File: src/design/dord_pkg.sv
// Shared types, register codes and helpers for the detection output row decoder.
// No dependencies; every other design file imports this package.
`default_nettype none

package dord_pkg;

  localparam int unsigned MaxClassesDef = 128;   // class columns scanned by the argmax
  localparam int unsigned ColW          = 13;    // saturating column counter
  localparam int unsigned ClsW          = 12;    // running argmax index
  localparam int unsigned QDepth        = 2;     // row queue depth, power of two
  localparam int unsigned QPtrW         = (QDepth > 1) ? $clog2(QDepth) : 1;

  // decode modes
  localparam logic [1:0] ModeYoloObj = 2'd0;
  localparam logic [1:0] ModeYolo    = 2'd1;
  localparam logic [1:0] ModeDet     = 2'd2;
  localparam logic [1:0] ModeDetM1   = 2'd3;

  // register indexes
  localparam logic [1:0] RegMode   = 2'd0;
  localparam logic [1:0] RegThr    = 2'd1;
  localparam logic [1:0] RegScaleX = 2'd2;
  localparam logic [1:0] RegScaleY = 2'd3;

  typedef struct packed {
    logic [1:0]  mode;
    logic [16:0] thr;
    logic [31:0] scale_x;
    logic [31:0] scale_y;
  } cfg_t;

  // one finished row as seen at its last beat
  typedef struct packed {
    logic [1:0]       mode;
    logic             len_ok;
    logic [3:0][31:0] box;     // yolo cx,cy,w,h or detection l,t,r,b
    logic [31:0]      cls;     // argmax index (yolo) or raw class value (detection)
    logic [31:0]      sa;      // best score (yolo) or row confidence (detection)
    logic [31:0]      sb;      // objectness
  } row_t;

  typedef struct packed {
    logic [7:0]  class_index;
    logic [16:0] confidence;
    logic [15:0] box_left;
    logic [15:0] box_top;
    logic [15:0] box_width;
    logic [15:0] box_height;
  } res_t;

  function automatic logic [15:0] sat_s16(input logic signed [36:0] v);
    logic [15:0] r;
    if (v < -37'sd32768) begin
      r = 16'h8000;
    end else if (v > 37'sd32767) begin
      r = 16'h7fff;
    end else begin
      r = v[15:0];
    end
    return r;
  endfunction

endpackage

`default_nettype wire

File: src/design/dord_queue.sv
// Short row queue between the front end and the back end.
// Depends on dord_pkg for row_t and the depth constant.
`default_nettype none

module dord_queue import dord_pkg::*; (
  input  wire logic clk_i,
  input  wire logic rst_ni,
  input  wire logic push_i,
  input  row_t      row_i,
  output logic      full_o,
  output logic      valid_o,
  output row_t      row_o,
  input  wire logic pop_i
);

  localparam int unsigned CntW = $clog2(QDepth + 1);

  row_t             mem_q [QDepth];
  logic [QPtrW-1:0] wr_q, rd_q;
  logic [CntW-1:0]  cnt_q;
  logic             do_pop;

  assign full_o  = (cnt_q == CntW'(QDepth));
  assign valid_o = (cnt_q != '0);
  assign row_o   = mem_q[rd_q];
  assign do_pop  = pop_i && valid_o;

  always_ff @(posedge clk_i) begin
    if (push_i) begin
      mem_q[wr_q] <= row_i;
    end
  end

  always_ff @(posedge clk_i or negedge rst_ni) begin
    if (!rst_ni) begin
      wr_q  <= '0;
      rd_q  <= '0;
      cnt_q <= '0;
    end else begin
      if (push_i) begin
        wr_q <= wr_q + QPtrW'(1);
      end
      if (do_pop) begin
        rd_q <= rd_q + QPtrW'(1);
      end
      if (push_i && !do_pop) begin
        cnt_q <= cnt_q + CntW'(1);
      end else if (!push_i && do_pop) begin
        cnt_q <= cnt_q - CntW'(1);
      end
    end
  end

endmodule

`default_nettype wire

File: config.mk
export PLATFORM = sky130hd
export DESIGN_NAME = dord_queue
export DESIGN_NICKNAME = d
export VERILOG_FILES = /design/src/design/dord_pkg.sv /design/src/design/dord_queue.sv
export SDC_FILE = /design/constraint.sdc
export NUM_CORES = 1
export LEC_CHECK = 0
export BUFFER_PORTS_ARGS = -buffer_cell sky130_fd_sc_hd__buf_4
export CAP_MARGIN = 0
export CORE_MARGIN = 2
export CORE_UTILIZATION = 45
export CTS_BUF_LIST = sky130_fd_sc_hd__clkbuf_8
export CTS_CLUSTER_DIAMETER = 120
export CTS_CLUSTER_SIZE = 10
export DETAILED_ROUTE_END_ITERATION = 16
export GPL_ROUTABILITY_DRIVEN = 0
export PLACE_DENSITY = 0.76
export SLEW_MARGIN = 20
export SYNTH_ARGS = -nofsm -noshare
export SYNTH_HDL_FRONTEND = slang
export SYNTH_SLANG_ARGS = --single-unit
File: constraint.sdc
create_clock -name clk_i -period 12.5 [get_ports clk_i]
set_input_delay 1.875 -clock clk_i [delete_from_list [all_inputs] [get_ports clk_i]]
set_output_delay 1.875 -clock clk_i [all_outputs]
set_load 0.01 [all_outputs]
### Word level (Yosys, flattened, before mapping)

Memory sizes are Yosys's and may differ from the RTL's.
Cells that the tools add are included.

* input port bits: 231
* memories: 1
* bits in registers: 4
* latch bits: 0
* ROM bits: 0
* output and inout port bits: 229
* memory bits (writable): 454

Memory list
* mem_q: words 2, width 227, read ports 1, clocked after memory_dff 0, write ports 1, line dord_queue.sv:18 `row_t mem_q [QDepth];`

* multipliers: 0
* reductions and logical operators: 7
* shift operators: 0
* order comparisons: 0
* add/subtract/negate cells: 4
* multiplexer cells: 4
* bitwise logic cells: 0
* div/mod/pow operators: 0
* equality and inequality tests: 1

Operator list (count)
* two-way mux 2 bit: 2
* nonzero test 2 bit: 2
* logical AND 1 bit: 3
* adder 1 bit (second input constant): 2
* adder 2 x 1 -> 2 bit (second input constant): 1
* == test 2 bit (second input constant): 1
* zero test 1 bit: 2
* two-way mux 1 bit: 2
* subtractor 2 x 1 -> 2 bit (second input constant): 1

### Longest topological paths before layout

Gate-level depths: netlist of run 1.

* word-level depth: 5
* depth in mapped cells: 6
* depth with buffers taken out: 6

### Worst setup path after synthesis of run 1

OpenSTA, ideal clock, no wires.

* path kind: input -> register
* from: input port push_i
* to: memory mem_q[0][0] in the netlist's numbering (enable)
* library setup time: 846 ps
* buffers on the path: 0
* arrival time: 11652 ps
* path slack: 2 ps
* stages on the path: 1
* path through: nor2b_1

* longest elaborated chain between the ends: 2

RTL lines
* start, declared: line dord_queue.sv:8 `input wire logic push_i,`
* two-way mux 1 bit: line dord_queue.sv:29 `if (push_i) begin`
* two-way mux 1 bit (not written as such): line dord_queue.sv:30 `mem_q[wr_q] <= row_i;`
* end, declared: line dord_queue.sv:18

Every way passes these cells.

==> impl_metrics.json, run 1 <==
{
  "status": "finished clean",
  "htree_num_levels": 2,
  "ir_drop_mv": 0.130,
  "timing_hold_violations_final": 0,
  "finalSetupTns_ns": 0,
  "hp-start": "cnt_q[1]$_DFFE_PN0P_",
  "cts_buffer_depth": 3,
  "clock-sinks": 458,
  "placed_cell_area_mm2": 0.0205,
  "hold_buffers": 0,
  "nets": 1451,
  "synthToLayoutAreaGrowth_pct": 27.8,
  "detail_route.first_pass.iterations": 4,
  "p_leak_nw": 7.94,
  "num_vias": 8494,
  "wl_met2_mm": 16.8,
  "cts_root_buffer": "clkbuf_8",
  "antenna_found_initial": 2,
  "holdWs_ns": 0.508,
  "critPathRequiredTime_ns": 10.62,
  "m1WireLength_mm": 12.5,
  "regToRegStartpoint": "wr_q$_DFFE_PN0P_",
  "grt_pass1_wl_mm": 50.0,
  "routed_via_density": 5.00,
  "tightest_slew_ns": 0.954,
  "wl_per_cell_um": 20.2,
  "routed_wl_mm": 34.3,
  "p_total_mw": 4.48,
  "multi_input_area_mm2": 0.00266,
  "rr_worst_depth": 3,
  "syn_avg_cell_area_um2": 23.1,
  "ys_ff_latch": 458,
  "seq_area_frac_synth": 0.825,
  "dp_hpwl_mm": 23.2,
  "crit_type": "reg -> out",
  "syn_nets": 954,
  "design_area_mm2": 0.0213,
  "grt_pass1_vias": 8966,
  "fill_cells": 2713,
  "ff2ff_setup_slack_ns": 9.54,
  "finalSetupViolCount": 0,
  "dieArea_mm2": 0.0386,
  "clk_latency_ns": 0.60,
  "rows": 70,
  "die_w_um": 196,
  "hp-class": "reg -> reg",
  "cts_resized": 0,
  "synth.top_cell.area_share": 0.819,
  "place_ws_ns": 7.47,
  "pin_count": 460,
  "place_inst": 1633,
  "die_h_um": 196,
  "drc_errors": 0,
  "rr_endpoint": "mem_q[1][172]$_DFFE_PP_",
  "yosysMostFrequentCell": "edfxtp_1",
  "grt_max_degree": 72,
  "yosysUniqueCellTypes": 13,
  "synthTopCellsByCount": "edfxtp_1 (454), mux2_2 (227), buf_6 (24)",
  "synth_flop_cell": "edfxtp_1",
  "min_to": "cnt_q[1]$_DFFE_PN0P_",
  "initialDrtViolationCount": 294,
  "regArea_mm2": 0.0137,
  "worstPathArrival_ns": 3.71,
  "core-area_mm2": 0.0365,
  "syn_area_mm2": 0.0167,
  "drive_above_1_share": 0.614,
  "skew_ns": 0.0133,
  "cts.clk_slew.worst_paths_ns": 0.07,
  "startpoint_type": "register",
  "rsz0062_at_grt": "false",
  "cp_max_fo": 71,
  "async_flop_share": 0.00873,
  "fin_cells": 1698,
  "cpMostUsedCell": "buf_4",
  "drv_cap": 0,
  "yosysTopAreaCell": "edfxtp_1",
  "synth_area_leaders": "edfxtp_1 (82%), mux2_2 (15%), buf_6 (1.6%)",
  "start_util": 0.456,
  "io_buffers": 459,
  "grt.overflow.total": 0,
  "relSlewSlack": 0.364,
  "crit_path_max_incr_delay_ns": 0.82,
  "tritoncts": "done",
  "grtUsageTotal": 0.173,
  "drv_slew": 0,
  "finalCritPeriodShare": 0.447,
  "syn_inst": 722,
  "post_cts_buffers": 0,
  "utilization": 0.583,
  "post-route-min-period_ns": 5.59,
  "slowest_stage": "buf_4",
  "cts_made_buffers": 51,
  "power_density_mw_per_mm2": 211,
  "ant_nets": 0,
  "crit_path_end_kind": "output pin",
  "synth_edf_count": 454,
  "fin_ws_ns": 6.91,
  "crit_chain": "buf_4 -> buf_4 -> mux2_2 -> buf_4",
  "dr.max_layer_used": "met5",
  "yosysWarnings": 0,
  "max_freq_mhz": 179,
  "route.met3.wl_mm": 3.53,
  "hold_depth": 1
}
[layer usage]
layer,global-route usage,vias to the layer above
met4,0.0923,2
met3,0.0690,70
li1,-,3849
met1,0.197,4203
met5,0,-
met2,0.281,370
[state kept, by name (all words and copies together), names as in the netlist]
signal  count
mem_q     454
wr_q        1
cnt_q       2
rd_q        1
[cell usage in the layout, fill, tap and decap left out, drive strengths merged]
cell type,instances
buf,469
edfxtp,454
mux2,227
clkbuf,54
inv,9
dfrtp,4
xor2,3
xnor2,2
nor2b,2
diode,1
or2,1
nand2,1
and2,1
nor2,1
ha,1
[area by class of cell]
class / instances / share of cell area
sequential: 458 / 0.645
timing repair buffer: 469 / 0.166
multi-input combinational: 239 / 0.125
clock buffer: 54 / 0.0349
tap: 468 / 0.0275
clock inverter: 9 / 0.00159
antenna: 1 / 0.000118
[critical path: cells and delay by family (launching register included)]
kind                   cells  cell delay, ns
buffers and inverters      3            1.68
muxes                      1            0.43
DFF                        1            0.81
[logic make-up (layout without fill, tap and decap cells)]
group | Yosys count | in the layout | share of synthesized area
flops | 458 | 458 | 0.825
mux | 227 | 227 | 0.153
buf+inv | 25 | 532 | 0.0167
simple gates | 6 | 6 | 0.00195
xor+xnor | 5 | 5 | 0.00263
fa+ha+maj | 1 | 1 | 0.000751
other cells | 0 | 1 | 0
[worst max-delay path by stage]
stage,from,endpoint,slack [ns],cells past startpoint
floorplan,push_i,mem_q[0][0]$_DFFE_PP_,0.002,1
global placement,rd_q$_DFFE_PN0P_,row_o[121],7.52,4
detailed placement,push_i,mem_q[0][175]$_DFFE_PP_,7.47,4
CTS,rd_q$_DFFE_PN0P_,row_o[102],6.84,4
global route,rd_q$_DFFE_PN0P_,row_o[102],6.67,4
finish,rd_q$_DFFE_PN0P_,row_o[102],6.91,4
[power by group]
part,internal [mW],total [mW],switching [mW]
Combinational,0.769,1.50,0.733
Sequential,2.04,2.12,0.0859
Clock,0.385,0.857,0.472
Note: power is estimated with default switching activity, not from simulation.
==> run 2, diff against run 1 <==
--- a/config.mk
+++ b/config.mk
@@ -14,7 +14,7 @@
 export CTS_CLUSTER_SIZE = 10
 export DETAILED_ROUTE_END_ITERATION = 16
 export GPL_ROUTABILITY_DRIVEN = 0
-export PLACE_DENSITY = 0.76
+export PLACE_DENSITY = 0.79
 export SLEW_MARGIN = 20
 export SYNTH_ARGS = -nofsm -noshare
 export SYNTH_HDL_FRONTEND = slang
==> constraint.sdc (replaced) <==
create_clock -name clk_i -period 5.1 [get_ports clk_i]
set_input_delay 0.765 -clock clk_i [delete_from_list [all_inputs] [get_ports clk_i]]
set_output_delay 0.765 -clock clk_i [all_outputs]
set_load 0.01 [all_outputs]
==> run 2 against run 1 <==
  * Critical path depth fell by 1
  * Clock-buffer cell count did not move
  * Setup slack got worse by 5.3 ns
  * Critical endpoint is now row_o[14]
  * Final area rose by 0.32%
  * Largest cell class unchanged
  * Non-clock buffer count did not move
  * Clock power rose by 140%
  * Critical path type unchanged
==> impl_metrics.json, run 2 (synthesis gave the netlist of run 1 again) <==
{
  "antenna_found_initial": 1,
  "startpoint_type": "register",
  "clk_latency_ns": 0.61,
  "clock-sinks": 458,
  "drv_slew": 0,
  "cp_max_fo": 71,
  "drc_errors": 0,
  "rr_worst_depth": 2,
  "routed_via_density": 4.98,
  "critPathRequiredTime_ns": 4.34,
  "cts.clk_slew.worst_paths_ns": 0.07,
  "drive_above_1_share": 0.612,
  "power_density_mw_per_mm2": 516,
  "dp_hpwl_mm": 23.1,
  "skew_ns": 0.0203,
  "start_util": 0.456,
  "hp-class": "in -> reg",
  "tightest_slew_ns": 0.996,
  "die_h_um": 196,
  "die_w_um": 196,
  "hp-start": "row_i[106]",
  "cts_made_buffers": 51,
  "top_regs": "mem_q (454), cnt_q (2)",
  "crit_type": "reg -> out",
  "p_leak_nw": 7.96,
  "rows": 70,
  "rsz0062_at_grt": "false",
  "utilization": 0.585,
  "detail_route.first_pass.iterations": 4,
  "regToRegStartpoint": "wr_q$_DFFE_PN0P_",
  "tritoncts": "done",
  "max_freq_mhz": 287,
  "post_cts_buffers": 0,
  "grtUsageTotal": 0.173,
  "ant_nets": 0,
  "relSlewSlack": 0.336,
  "grt_max_degree": 111,
  "grt.overflow.total": 0,
  "post-route-min-period_ns": 3.49,
  "final_cell_mix": "buf_4 (462), edfxtp_1 (454), mux2_2 (227), clkbuf_8 (54), inv_1 (10)",
  "largest_register_ffs": 454,
  "timing_hold_violations_final": 0,
  "pin_count": 460,
  "rr_endpoint": "mem_q[0][183]$_DFFE_PP_",
  "routed_wl_mm": 34.3,
  "min_to": "mem_q[1][106]$_DFFE_PP_",
  "wl_per_cell_um": 20.2,
  "cts_buffer_depth": 3,
  "dieArea_mm2": 0.0386,
  "finalSetupViolCount": 0,
  "synthToLayoutAreaGrowth_pct": 28.2,
  "worstPathArrival_ns": 2.72,
  "drv_cap": 0,
  "crit_path_end_kind": "output pin",
  "htree_num_levels": 2,
  "initialDrtViolationCount": 289,
  "grt_pass1_vias": 9182,
  "status": "finished clean",
  "hold_depth": 1,
  "largest-register": "mem_q",
  "num_vias": 8454,
  "finalSetupTns_ns": 0,
  "nets": 1451,
  "cts_root_buffer": "clkbuf_8",
  "final_common_cell": "buf_4",
  "io_buffers": 459,
  "grt_pass1_wl_mm": 50.4,
  "ir_drop_mv": 0.360,
  "ff2ff_setup_slack_ns": 3.05,
  "finalCritPeriodShare": 0.684,
  "core-area_mm2": 0.0365
}
[run 2: layout make-up]
| class | instances | area (um2) |
|---|---|---|
| Sequential cell | 458 | 13700 |
| Clock inverter | 10 | 37.5 |
| Fill cell | 2651 | 15200 |
| Tap cell | 468 | 586 |
| Clock buffer | 54 | 743 |
| Multi-Input combinational cell | 239 | 2660 |
| Timing Repair Buffer | 469 | 3600 |
| Antenna cell | 1 | 2.50 |
[run 2: worst max-delay path by stage]
stage / startpoint / endpoint / slack, ns / cells past startpoint
finish: rd_q$_DFFE_PN0P_ / row_o[14] / 1.61 / 3
global route: rd_q$_DFFE_PN0P_ / row_o[96] / 1.47 / 3
CTS: rd_q$_DFFE_PN0P_ / row_o[96] / 1.53 / 3
detailed placement: rd_q$_DFFE_PN0P_ / row_o[96] / 2.23 / 3
global placement: rd_q$_DFFE_PN0P_ / row_o[126] / 2.21 / 3
floorplan: push_i / mem_q[0][0]$_DFFE_PP_ / 0.50 / 1
[run 2: metrics by stage]
stage,power (mW),instances,worst slack (ns),instance area (um2),hold WS (ns)
3_3_place_gp,9.00,1633,2.21,20600,0.465
4_1_cts,11.2,1698,1.53,21400,0.262
2_1_floorplan,7.44,722,0.503,16700,0.447
3_5_place_dp,9.07,1633,2.23,20600,0.464
6_report,11.0,1699,1.61,21400,0.330
5_1_grt,11.5,1698,1.47,21400,0.289
[run 2: repair_timing]
item | in CTS | in global routing
endpoints found under the hold margin | 4 | 0
hold buffers | 1 | 0
resized for setup | 0 | 0
[run 2: critical path, stage by stage (launching register included)]
cell and delay (ns):
dfrtp_4 1.06, buf_12 0.39, mux2_2 0.39, buf_4 0.15
[run 2: where the power goes]
| part | internal [mW] | total (mW) | switching, mW |
|---|---|---|---|
| combinational | 1.93 | 3.69 | 1.76 |
| clock | 0.943 | 2.09 | 1.15 |
| sequential | 4.99 | 5.25 | 0.260 |
| total | 7.86 | 11.0 | 3.17 |
[run 2: metal layers]
metal,routed length (um),GRT usage,up-vias
met1,12300,0.187,4166
met2,17500,0.300,354
li1,-,-,3844
met5,0,0,-
met3,3200,0.0637,90
met4,1340,0.0867,0
