`src/design/dord_pkg.sv`:
```
// Shared types, register codes and helpers for the detection output row decoder.
// No dependencies; every other design file imports this package.
`default_nettype none

package dord_pkg;

  localparam int unsigned MaxClassesDef = 128;   // class columns scanned by the argmax
  localparam int unsigned ColW          = 13;    // saturating column counter
  localparam int unsigned ClsW          = 12;    // running argmax index
  localparam int unsigned QDepth        = 2;     // row queue depth, power of two
  localparam int unsigned QPtrW         = (QDepth > 1) ? $clog2(QDepth) : 1;

  // decode modes
  localparam logic [1:0] ModeYoloObj = 2'd0;
  localparam logic [1:0] ModeYolo    = 2'd1;
  localparam logic [1:0] ModeDet     = 2'd2;
  localparam logic [1:0] ModeDetM1   = 2'd3;

  // register indexes
  localparam logic [1:0] RegMode   = 2'd0;
  localparam logic [1:0] RegThr    = 2'd1;
  localparam logic [1:0] RegScaleX = 2'd2;
  localparam logic [1:0] RegScaleY = 2'd3;

  typedef struct packed {
    logic [1:0]  mode;
    logic [16:0] thr;
    logic [31:0] scale_x;
    logic [31:0] scale_y;
  } cfg_t;

  // one finished row as seen at its last beat
  typedef struct packed {
    logic [1:0]       mode;
    logic             len_ok;
    logic [3:0][31:0] box;     // yolo cx,cy,w,h or detection l,t,r,b
    logic [31:0]      cls;     // argmax index (yolo) or raw class value (detection)
    logic [31:0]      sa;      // best score (yolo) or row confidence (detection)
    logic [31:0]      sb;      // objectness
  } row_t;

  typedef struct packed {
    logic [7:0]  class_index;
    logic [16:0] confidence;
    logic [15:0] box_left;
    logic [15:0] box_top;
    logic [15:0] box_width;
    logic [15:0] box_height;
  } res_t;

  function automatic logic [15:0] sat_s16(input logic signed [36:0] v);
    logic [15:0] r;
    if (v < -37'sd32768) begin
      r = 16'h8000;
    end else if (v > 37'sd32767) begin
      r = 16'h7fff;
    end else begin
      r = v[15:0];
    end
    return r;
  endfunction

endpackage

`default_nettype wire

```
`src/design/dord_front.sv`:
```
// Front end: accepts row beats, tracks the column, box fields and running argmax.
// Depends on dord_pkg; hands one row_t per finished row to the row queue.
`default_nettype none

module dord_front import dord_pkg::*; #(
  parameter int unsigned MaxClasses = MaxClassesDef
) (
  input  wire logic        clk_i,
  input  wire logic        rst_ni,
  input  wire logic [1:0]  mode_i,
  input  wire logic        in_valid_i,
  output logic             in_ready_o,
  input  wire logic [31:0] in_value_i,
  input  wire logic        in_last_i,
  output logic             push_o,
  output row_t             row_o,
  input  wire logic        full_i
);

  localparam logic [ColW-1:0] ColMax = '1;

  logic [ColW-1:0]  col_q, col_d;
  logic [3:0][31:0] box_q, box_d;
  logic [31:0]      obj_q, obj_d;
  logic [31:0]      best_q, best_d;
  logic [ClsW-1:0]  bcls_q, bcls_d;
  logic [31:0]      rcv_q, rcv_d;
  logic [31:0]      rconf_q, rconf_d;
  logic             acc;
  logic             yolo;
  logic [ColW-1:0]  first;
  logic [ColW-1:0]  k;
  logic [ColW-1:0]  dpos;

  assign in_ready_o = !full_i;
  assign acc        = in_valid_i && in_ready_o;
  assign yolo       = (mode_i == ModeYoloObj) || (mode_i == ModeYolo);
  assign first      = (mode_i == ModeYoloObj) ? ColW'(5) : ColW'(4);
  assign k          = col_q - first;
  assign dpos       = col_q - ColW'(3);

  always_comb begin
    col_d   = col_q;
    box_d   = box_q;
    obj_d   = obj_q;
    best_d  = best_q;
    bcls_d  = bcls_q;
    rcv_d   = rcv_q;
    rconf_d = rconf_q;
    if (acc) begin
      if (col_q != ColMax) begin
        if (yolo) begin
          if (col_q < ColW'(4)) begin
            box_d[col_q[1:0]] = in_value_i;
          end else if ((mode_i == ModeYoloObj) && (col_q == ColW'(4))) begin
            obj_d = in_value_i;
          end else if ((col_q >= first) && (k < ColW'(MaxClasses))) begin
            // keep the first maximum
            if ((k == '0) || ($signed(in_value_i) > $signed(best_q))) begin
              best_d = in_value_i;
              bcls_d = k[ClsW-1:0];
            end
          end
        end else begin
          if (col_q == ColW'(1)) begin
            rcv_d = in_value_i;
          end else if (col_q == ColW'(2)) begin
            rconf_d = in_value_i;
          end else if ((col_q >= ColW'(3)) && (col_q <= ColW'(6))) begin
            box_d[dpos[1:0]] = in_value_i;
          end
        end
      end
      if (in_last_i) begin
        col_d = '0;
      end else if (col_q != ColMax) begin
        col_d = col_q + ColW'(1);
      end
    end
  end

  always_ff @(posedge clk_i or negedge rst_ni) begin
    if (!rst_ni) begin
      col_q   <= '0;
      box_q   <= '0;
      obj_q   <= '0;
      best_q  <= '0;
      bcls_q  <= '0;
      rcv_q   <= '0;
      rconf_q <= '0;
    end else begin
      col_q   <= col_d;
      box_q   <= box_d;
      obj_q   <= obj_d;
      best_q  <= best_d;
      bcls_q  <= bcls_d;
      rcv_q   <= rcv_d;
      rconf_q <= rconf_d;
    end
  end

  // snapshot the row including the update of its last beat
  always_comb begin
    row_o.mode = mode_i;
    row_o.box  = box_d;
    row_o.sb   = obj_d;
    unique case (mode_i)
      ModeYoloObj: row_o.len_ok = (col_q >= ColW'(5));
      ModeYolo:    row_o.len_ok = (col_q >= ColW'(4));
      default:     row_o.len_ok = (col_q >= ColW'(6));
    endcase
    if (yolo) begin
      row_o.cls = 32'(bcls_d);
      row_o.sa  = best_d;
    end else begin
      row_o.cls = rcv_d;
      row_o.sa  = rconf_d;
    end
  end

  assign push_o = acc && in_last_i;

endmodule

`default_nettype wire

```
`config.mk`:
```
export PLATFORM = sky130hd
export DESIGN_NAME = dord_front
export DESIGN_NICKNAME = d
export VERILOG_FILES = /design/src/design/dord_pkg.sv /design/src/design/dord_front.sv
export SDC_FILE = /design/constraint.sdc
export NUM_CORES = 1
export LEC_CHECK = 0
export ABC_AREA = 1
export BUFFER_PORTS_ARGS = -buffer_cell sky130_fd_sc_hd__buf_2
export CORE_UTILIZATION = 50
export CTS_BUF_LIST = sky130_fd_sc_hd__clkbuf_8 sky130_fd_sc_hd__clkbuf_16
export DETAILED_ROUTE_END_ITERATION = 12
export PLACE_DENSITY = 0.79
export SLEW_MARGIN = 40
export SYNTH_ARGS = -nofsm -noshare
export SYNTH_HDL_FRONTEND = slang
export SYNTH_SLANG_ARGS = --single-unit
```
`constraint.sdc`:
```
create_clock -name clk_i -period 2.6 [get_ports clk_i]
set_input_delay 0.26 -clock clk_i [delete_from_list [all_inputs] [get_ports clk_i]]
set_output_delay 0.26 -clock clk_i [all_outputs]
set_load 0.1 [all_outputs]
```
==> results of run 1 <==
==> repair_timing <==
item	4_1_cts
cloned	11
hold buffers	1
pin swaps	56
buffers inserted	48
resized for setup	334
hold endpoints to repair	70
endpoints found under the setup margin	269
==> cells in the mapped netlist, drive strengths merged <==
cell | n | area, sq um
nor3 | 6 | 46.3
buf | 54 | 327
nand4 | 11 | 68.8
o311ai | 1 | 8.76
a21o | 1 | 7.51
o2111ai | 1 | 8.76
inv | 173 | 652
mux2 | 64 | 728
a21oi | 59 | 307
a31oi | 3 | 18.8
o21ai | 101 | 505
dfrtp | 281 | 7030
ha | 38 | 475
xor2 | 6 | 52.6
nor2 | 109 | 472
nor4 | 3 | 18.8
and2 | 39 | 244
nand3b | 2 | 15.0
clkbuf | 14 | 52.6
nand2 | 363 | 1390
o211ai | 9 | 67.6
o211a | 1 | 10.0
nand3 | 145 | 801
o21a | 2 | 15.0
==> logic make-up after synthesis <==
logic type               after synthesis
AO/OA/AOI/OAI                        178
multiplexers                          64
XOR/XNOR                               6
adder cells (fa/ha/maj)               38
flip-flops                           281
AND/OR/NAND/NOR                      678
buffers and inverters                241
==> metrics by stage <==
| stage | instances | instance area, sq um | hold slack (ps) | worst slack (ps) |
|---|---|---|---|---|
| CTS | 2284 | 23400 | 27.6 | -788 |
| detailed placement | 2172 | 20400 | 282 | -508 |
| global placement | 2172 | 20400 | 282 | -383 |
| floorplan | 1486 | 14800 | -35.6 | -758 |
==> summary.md, run 1 <==
| Metric | Value |
|---|---|
| Result of the run | `stopped before the end` |
| Last step reached | `5_1_grt` |
| First Err | `[ERROR DPL-0038] Utilization greater than 100%, impossible to legalize` |
| Mean instance size in the synthesized netlist | `8.97 sq um` |
| Register area share after synthesis | `52.8%` |
| Kind of pin the worst path terminates on | `primary output` |
| Post-synthesis share of cell area spent on full adders, half adders and majority gates | `3.57%` |
| Simple-gate share of the synthesized area | `22.9%` |
| Die Y | `165 um` |
| Count of warnings emitted by yosys | `0` |
| Final Wtd Congestion | `0.876` |
| Port bufs | `267` |
| Post-DP HPWL | `34100 um` |
| Netlist area before placement | `0.0133 sq mm` |
| Main combinational cell family by area after synthesis | `simple AND/OR/NAND/NOR gates` |
| Buffer depth of the longest clock path | `3` |
| Mapped Cells | `1486` |
| Number of rows in the core area | `59` |
| Area fraction in compound gates after synthesis | `7.12%` |
| Post-Syn Nets | `1563` |
| Clock net sink count | `281` |
| Number of synthesized register bits | `281` |
| Number of top-level design ports | `268` |
| Starting density of the core | `51.0%` |
| Maximum number of pins on one net before global-route repair | `78` |
| Clock buffer count from CTS | `30` |
| Root Driver | `clkbuf_16` |
| Number of unique standard cell types used by synthesis | `40` |
| DIE WIDTH | `165 um` |
| Multiplexer share of the synthesized area | `5.47%` |
| Number of levels in the clock H-tree | `1` |
| End pin of the worst setup path after global-route repair | `row_o[34]` |
| Post-synthesis share of cell area spent on xor and xnor gates | `0.394%` |
==> inputs of run 2 (changes only) <==
--- a/config.mk
+++ b/config.mk
@@ -7,10 +7,9 @@
 export LEC_CHECK = 0
 export ABC_AREA = 1
 export BUFFER_PORTS_ARGS = -buffer_cell sky130_fd_sc_hd__buf_2
-export CORE_UTILIZATION = 50
-export CTS_BUF_LIST = sky130_fd_sc_hd__clkbuf_8 sky130_fd_sc_hd__clkbuf_16
+export CORE_UTILIZATION = 40
 export DETAILED_ROUTE_END_ITERATION = 12
-export PLACE_DENSITY = 0.79
+export PLACE_DENSITY_LB_ADDON = 0.15
 export SLEW_MARGIN = 40
 export SYNTH_ARGS = -nofsm -noshare
 export SYNTH_HDL_FRONTEND = slang
==> constraint.sdc (replaced) <==
create_clock -name clk_i -period 3.4 [get_ports clk_i]
set_input_delay 0.34 -clock clk_i [delete_from_list [all_inputs] [get_ports clk_i]]
set_output_delay 0.34 -clock clk_i [all_outputs]
set_load 0.1 [all_outputs]
==> summary.md, run 2 <==
| Metric | Value |
|---|---|
| Most frequent cell on the critical path | `nor2_4` |
| Cell family with most CP delay | `simple AND/OR/NAND/NOR gates` |
| 1st-pass router iterations | `5` |
| Setup Skew | `9.85 ps` |
| Period utilization | `104%` |
| Worst VDD drop | `0.738 mV` |
| Most frequently used flop master after synthesis | `dfrtp_1` |
| Dominant cell by count in the synthesized netlist | `nand2_1` |
| Number of synthesized register bits | `281` |
| Skew-Pair Late Insertion Delay | `560 ps` |
| Post-route antenna net violation count | `0` |
| Unrepaired setup endpoints after global routing | `true` |
| Clock tree from TritonCTS | `built` |
| Setup WS post-layout | `-136 ps` |
| Clock Pin Slew Worst Setup and Hold Paths | `60 ps` |
| Post-synth ARST share | `100%` |
| Sum of overflow across all layers after global routing | `0` |
| Clock buffer count from CTS | `31` |
| Biggest fanout along the worst timing path | `8` |
| Final hold slack | `92.4 ps` |
| Count of warnings emitted by yosys | `0` |
| Internal cell power | `0.0107 W` |
| Multiplexer share of the synthesized area | `5.47%` |
| Core Region | `0.0326 sq mm` |
| Die Y | `185 um` |
| Finished Core Util | `69.2%` |
| Number of antenna violations at the first check in global routing | `0` |
| Total global routing track utilization | `26.6%` |
| Slowest cell delay on critical path | `400 ps` |
| Actual slew at the worst max-slew pin | `745 ps` |
| Number of rows in the core area | `66` |
| Post-DP HPWL | `29400 um` |
| Worst endpoint data arrival time | `3200 ps` |
| Drt via density | `5.26` |
| Series of cell instances along the critical path | `inv_2, ha_4, nand2_4, nor2_4, nor2_4, nor2_4, nand2_1, nand2_1, o21ai_2, nor3_2, nand2_1, nor2_4, nand2_8, clkbuf_16, nand2_2, nand3_2, nand2_2, buf_12` |
| Buffer depth of the longest clock path | `3` |
| Result of the run | `finished, violations left` |
| Clock power frac | `16.5%` |
| Total via count in the routed design | `12203` |
| Register area share after synthesis | `52.8%` |
| Max-cap viol count | `0` |
| Root Driver | `clkbuf_16` |
| Simple-gate share of the synthesized area | `22.9%` |
| Top cell type by total area after synthesis | `dfrtp_1` |
| First DRT Iteration DRCs | `891` |
| Vias in the first global route | `11677` |
| Register name with the most flops | `box_q` |
| Crit path buf inv count | `3` |
| Fraction of synthesized cell area taken by the top area cell type | `52.8%` |
| Post-layout net count | `1931` |
| Proportion of layout cells with a drive suffix above 1 | `48.3%` |
| Clock net sink count | `281` |
| Number of unique standard cell types used by synthesis | `40` |
| Net switching power | `0.0107 W` |
| Number of filler instances in the final layout | `2361` |
| Detailed-route wire length per cell | `21.7 um` |
| DIE WIDTH | `185 um` |
| Maximum clock frequency | `283 MHz` |
| Flip-flop count of the largest register after layout | `128` |
| Min Tclk post-route | `3540 ps` |
| Kind of path behind the tightest hold check | `in -> reg` |
| Power density over cell area | `947 mW/mm^2` |
| Commonest cells after routing, fill and taps aside | `dfrtp_1, nand2_1, buf_12, inv_1, nand2_2` |
| Leakage | `10.7 nW` |
| Fraction of power spent switching nets | `50.1%` |
| Sequential fraction of design power | `21.9%` |
| CP Launch Type | `flip-flop` |
| Mapped Cells | `1486` |
| Max-slew violation count | `0` |
| Data required time at the worst endpoint | `3060 ps` |
| Setup violation total in the final timing report | `71` |
| Area growth from synthesis to layout | `69.3%` |
| Post-synthesis share of cell area spent on full adders, half adders and majority gates | `3.57%` |
| Post-Syn Nets | `1563` |
| Main combinational cell family by area after synthesis | `simple AND/OR/NAND/NOR gates` |
| Combinational cell fraction of total power | `61.7%` |
| Area enclosed by the die boundary | `0.0340 sq mm` |
| Post-synthesis share of cell area spent on xor and xnor gates | `0.394%` |
| Number of DRC violations after detailed routing | `0` |
| Maximum number of pins on one net before global-route repair | `66` |
| Category of the worst setup path capture point | `primary output` |
| Final number of hold-violating endpoints | `0` |
| Most common cell after layout, fill and taps aside | `dfrtp_1` |
| Synth top cells by count | `nand2_1, dfrtp_1, inv_1` |
| Area fraction in compound gates after synthesis | `7.12%` |
| Netlist area before placement | `0.0133 sq mm` |
| Cells taking the most area after synthesis | `dfrtp_1, nand2_1, mux2_2` |
| Antenna Cells | `0` |
| Mean instance size in the synthesized netlist | `8.97 sq um` |
| Slew HR | `50.3%` |
| Number of levels in the clock H-tree | `1` |
| Number of top-level design ports | `268` |
| Wire length of the first global-routing pass | `69200 um` |
| Starting density of the core | `40.8%` |
| Port bufs | `267` |
| Post-Route WL | `50300 um` |
| Slowest cell on crit path | `dfrtp_1` |
| Kind of critical path | `reg -> out` |
| Number of enable flip-flop cells after synthesis | `0` |
| Final Wtd Congestion | `0.915` |
| Violations in the final reports | `setup timing` |
==> run 2: cell counts after synthesis <==
No cell type changed its count.
==> run 2: power by group through the flow <==
stage	Clock, W	Sequential [W]	Combinational [W]
after floorplan	0	0.00459	0.00800
after global placement	0	0.00462	0.0123
after detailed placement	0	0.00466	0.0123
after CTS	0.00357	0.00460	0.0126
after global routing	0.00369	0.00476	0.0136
final	0.00352	0.00467	0.0132
==> run 2: per-stage QoR <==
stage	total power [W]	std cells	area (sq um)	setup TNS [ps]	setup WS, ps
floorplan	0.0126	1486	13600	-15470	-733
global placement	0.0169	2169	18500	0	26.2
detailed placement	0.0170	2170	18500	0	13.4
CTS	0.0208	2249	20600	-1770	-100
global route	0.0220	2319	22600	-21080	-289
finish	0.0214	2319	22600	-4810	-136
==> run 2: what timing repair did <==
action	CTS	global route
gates resized for setup	163	313
setup endpoints to repair	168	218
pin swaps	34	86
cloned	10	28
hold buffers	1	0
setup buffers	12	46
hold endpoints to repair	32	0
==> run 2: final timing paths <==
path	cells past startpoint	slack (ps)	from	endpoint
max in group asynchronous	4	2060	rst_ni	box_q[105]
min in group asynchronous	2	270	rst_ni	obj_q[5]
max	18	-140	col_q[0]	row_o[47]
min reg2reg	2	480	rcv_q[24]	rcv_q[24]
min	2	90	in_value_i[0]	obj_q[0]
max reg2reg	16	850	col_q[0]	best_q[6]
==> run 2: logic make-up after synthesis <==
kind of cell,after synthesis
and+or+nand+nor,678
muxes,64
buffers and inverters,241
adders and majority gates,38
xor gates and xnor gates,6
AOI/OAI and AO/OA,178
DFF,281
==> run 2: per-layer routing <==
layer | global-route usage [%] | share of wire (%)
met1 | 36.3 | 42
met2 | 43.1 | 47
met3 | 5.79 | 7.6
met4 | 5.90 | 2.7
met5 | 0 | 0
==> run 2: worst register-to-register path, delay by kind of cell (launching register included) <==
kind | cells | cell delay (ps)
AO/OA/AOI/OAI | 1 | 80
flip-flops | 1 | 400
AND/OR/NAND/NOR | 11 | 1370
adder cells (fa/ha/maj) | 1 | 170
buffers and inverters | 3 | 430
==> run 2: cell type report <==
| cell class | count | area (sq um) | area share [%] |
|---|---|---|---|
| well taps | 442 | 553 | 2.45 |
| clock inverters | 17 | 203 | 0.898 |
| clock buffers | 39 | 866 | 3.84 |
| flip-flops and latches | 281 | 7040 | 31.2 |
| inverters | 173 | 674 | 2.99 |
| multi-input cells | 966 | 7060 | 31.3 |
| repair buffers | 401 | 6170 | 27.3 |
Note: power is estimated with default switching activity, not from simulation.
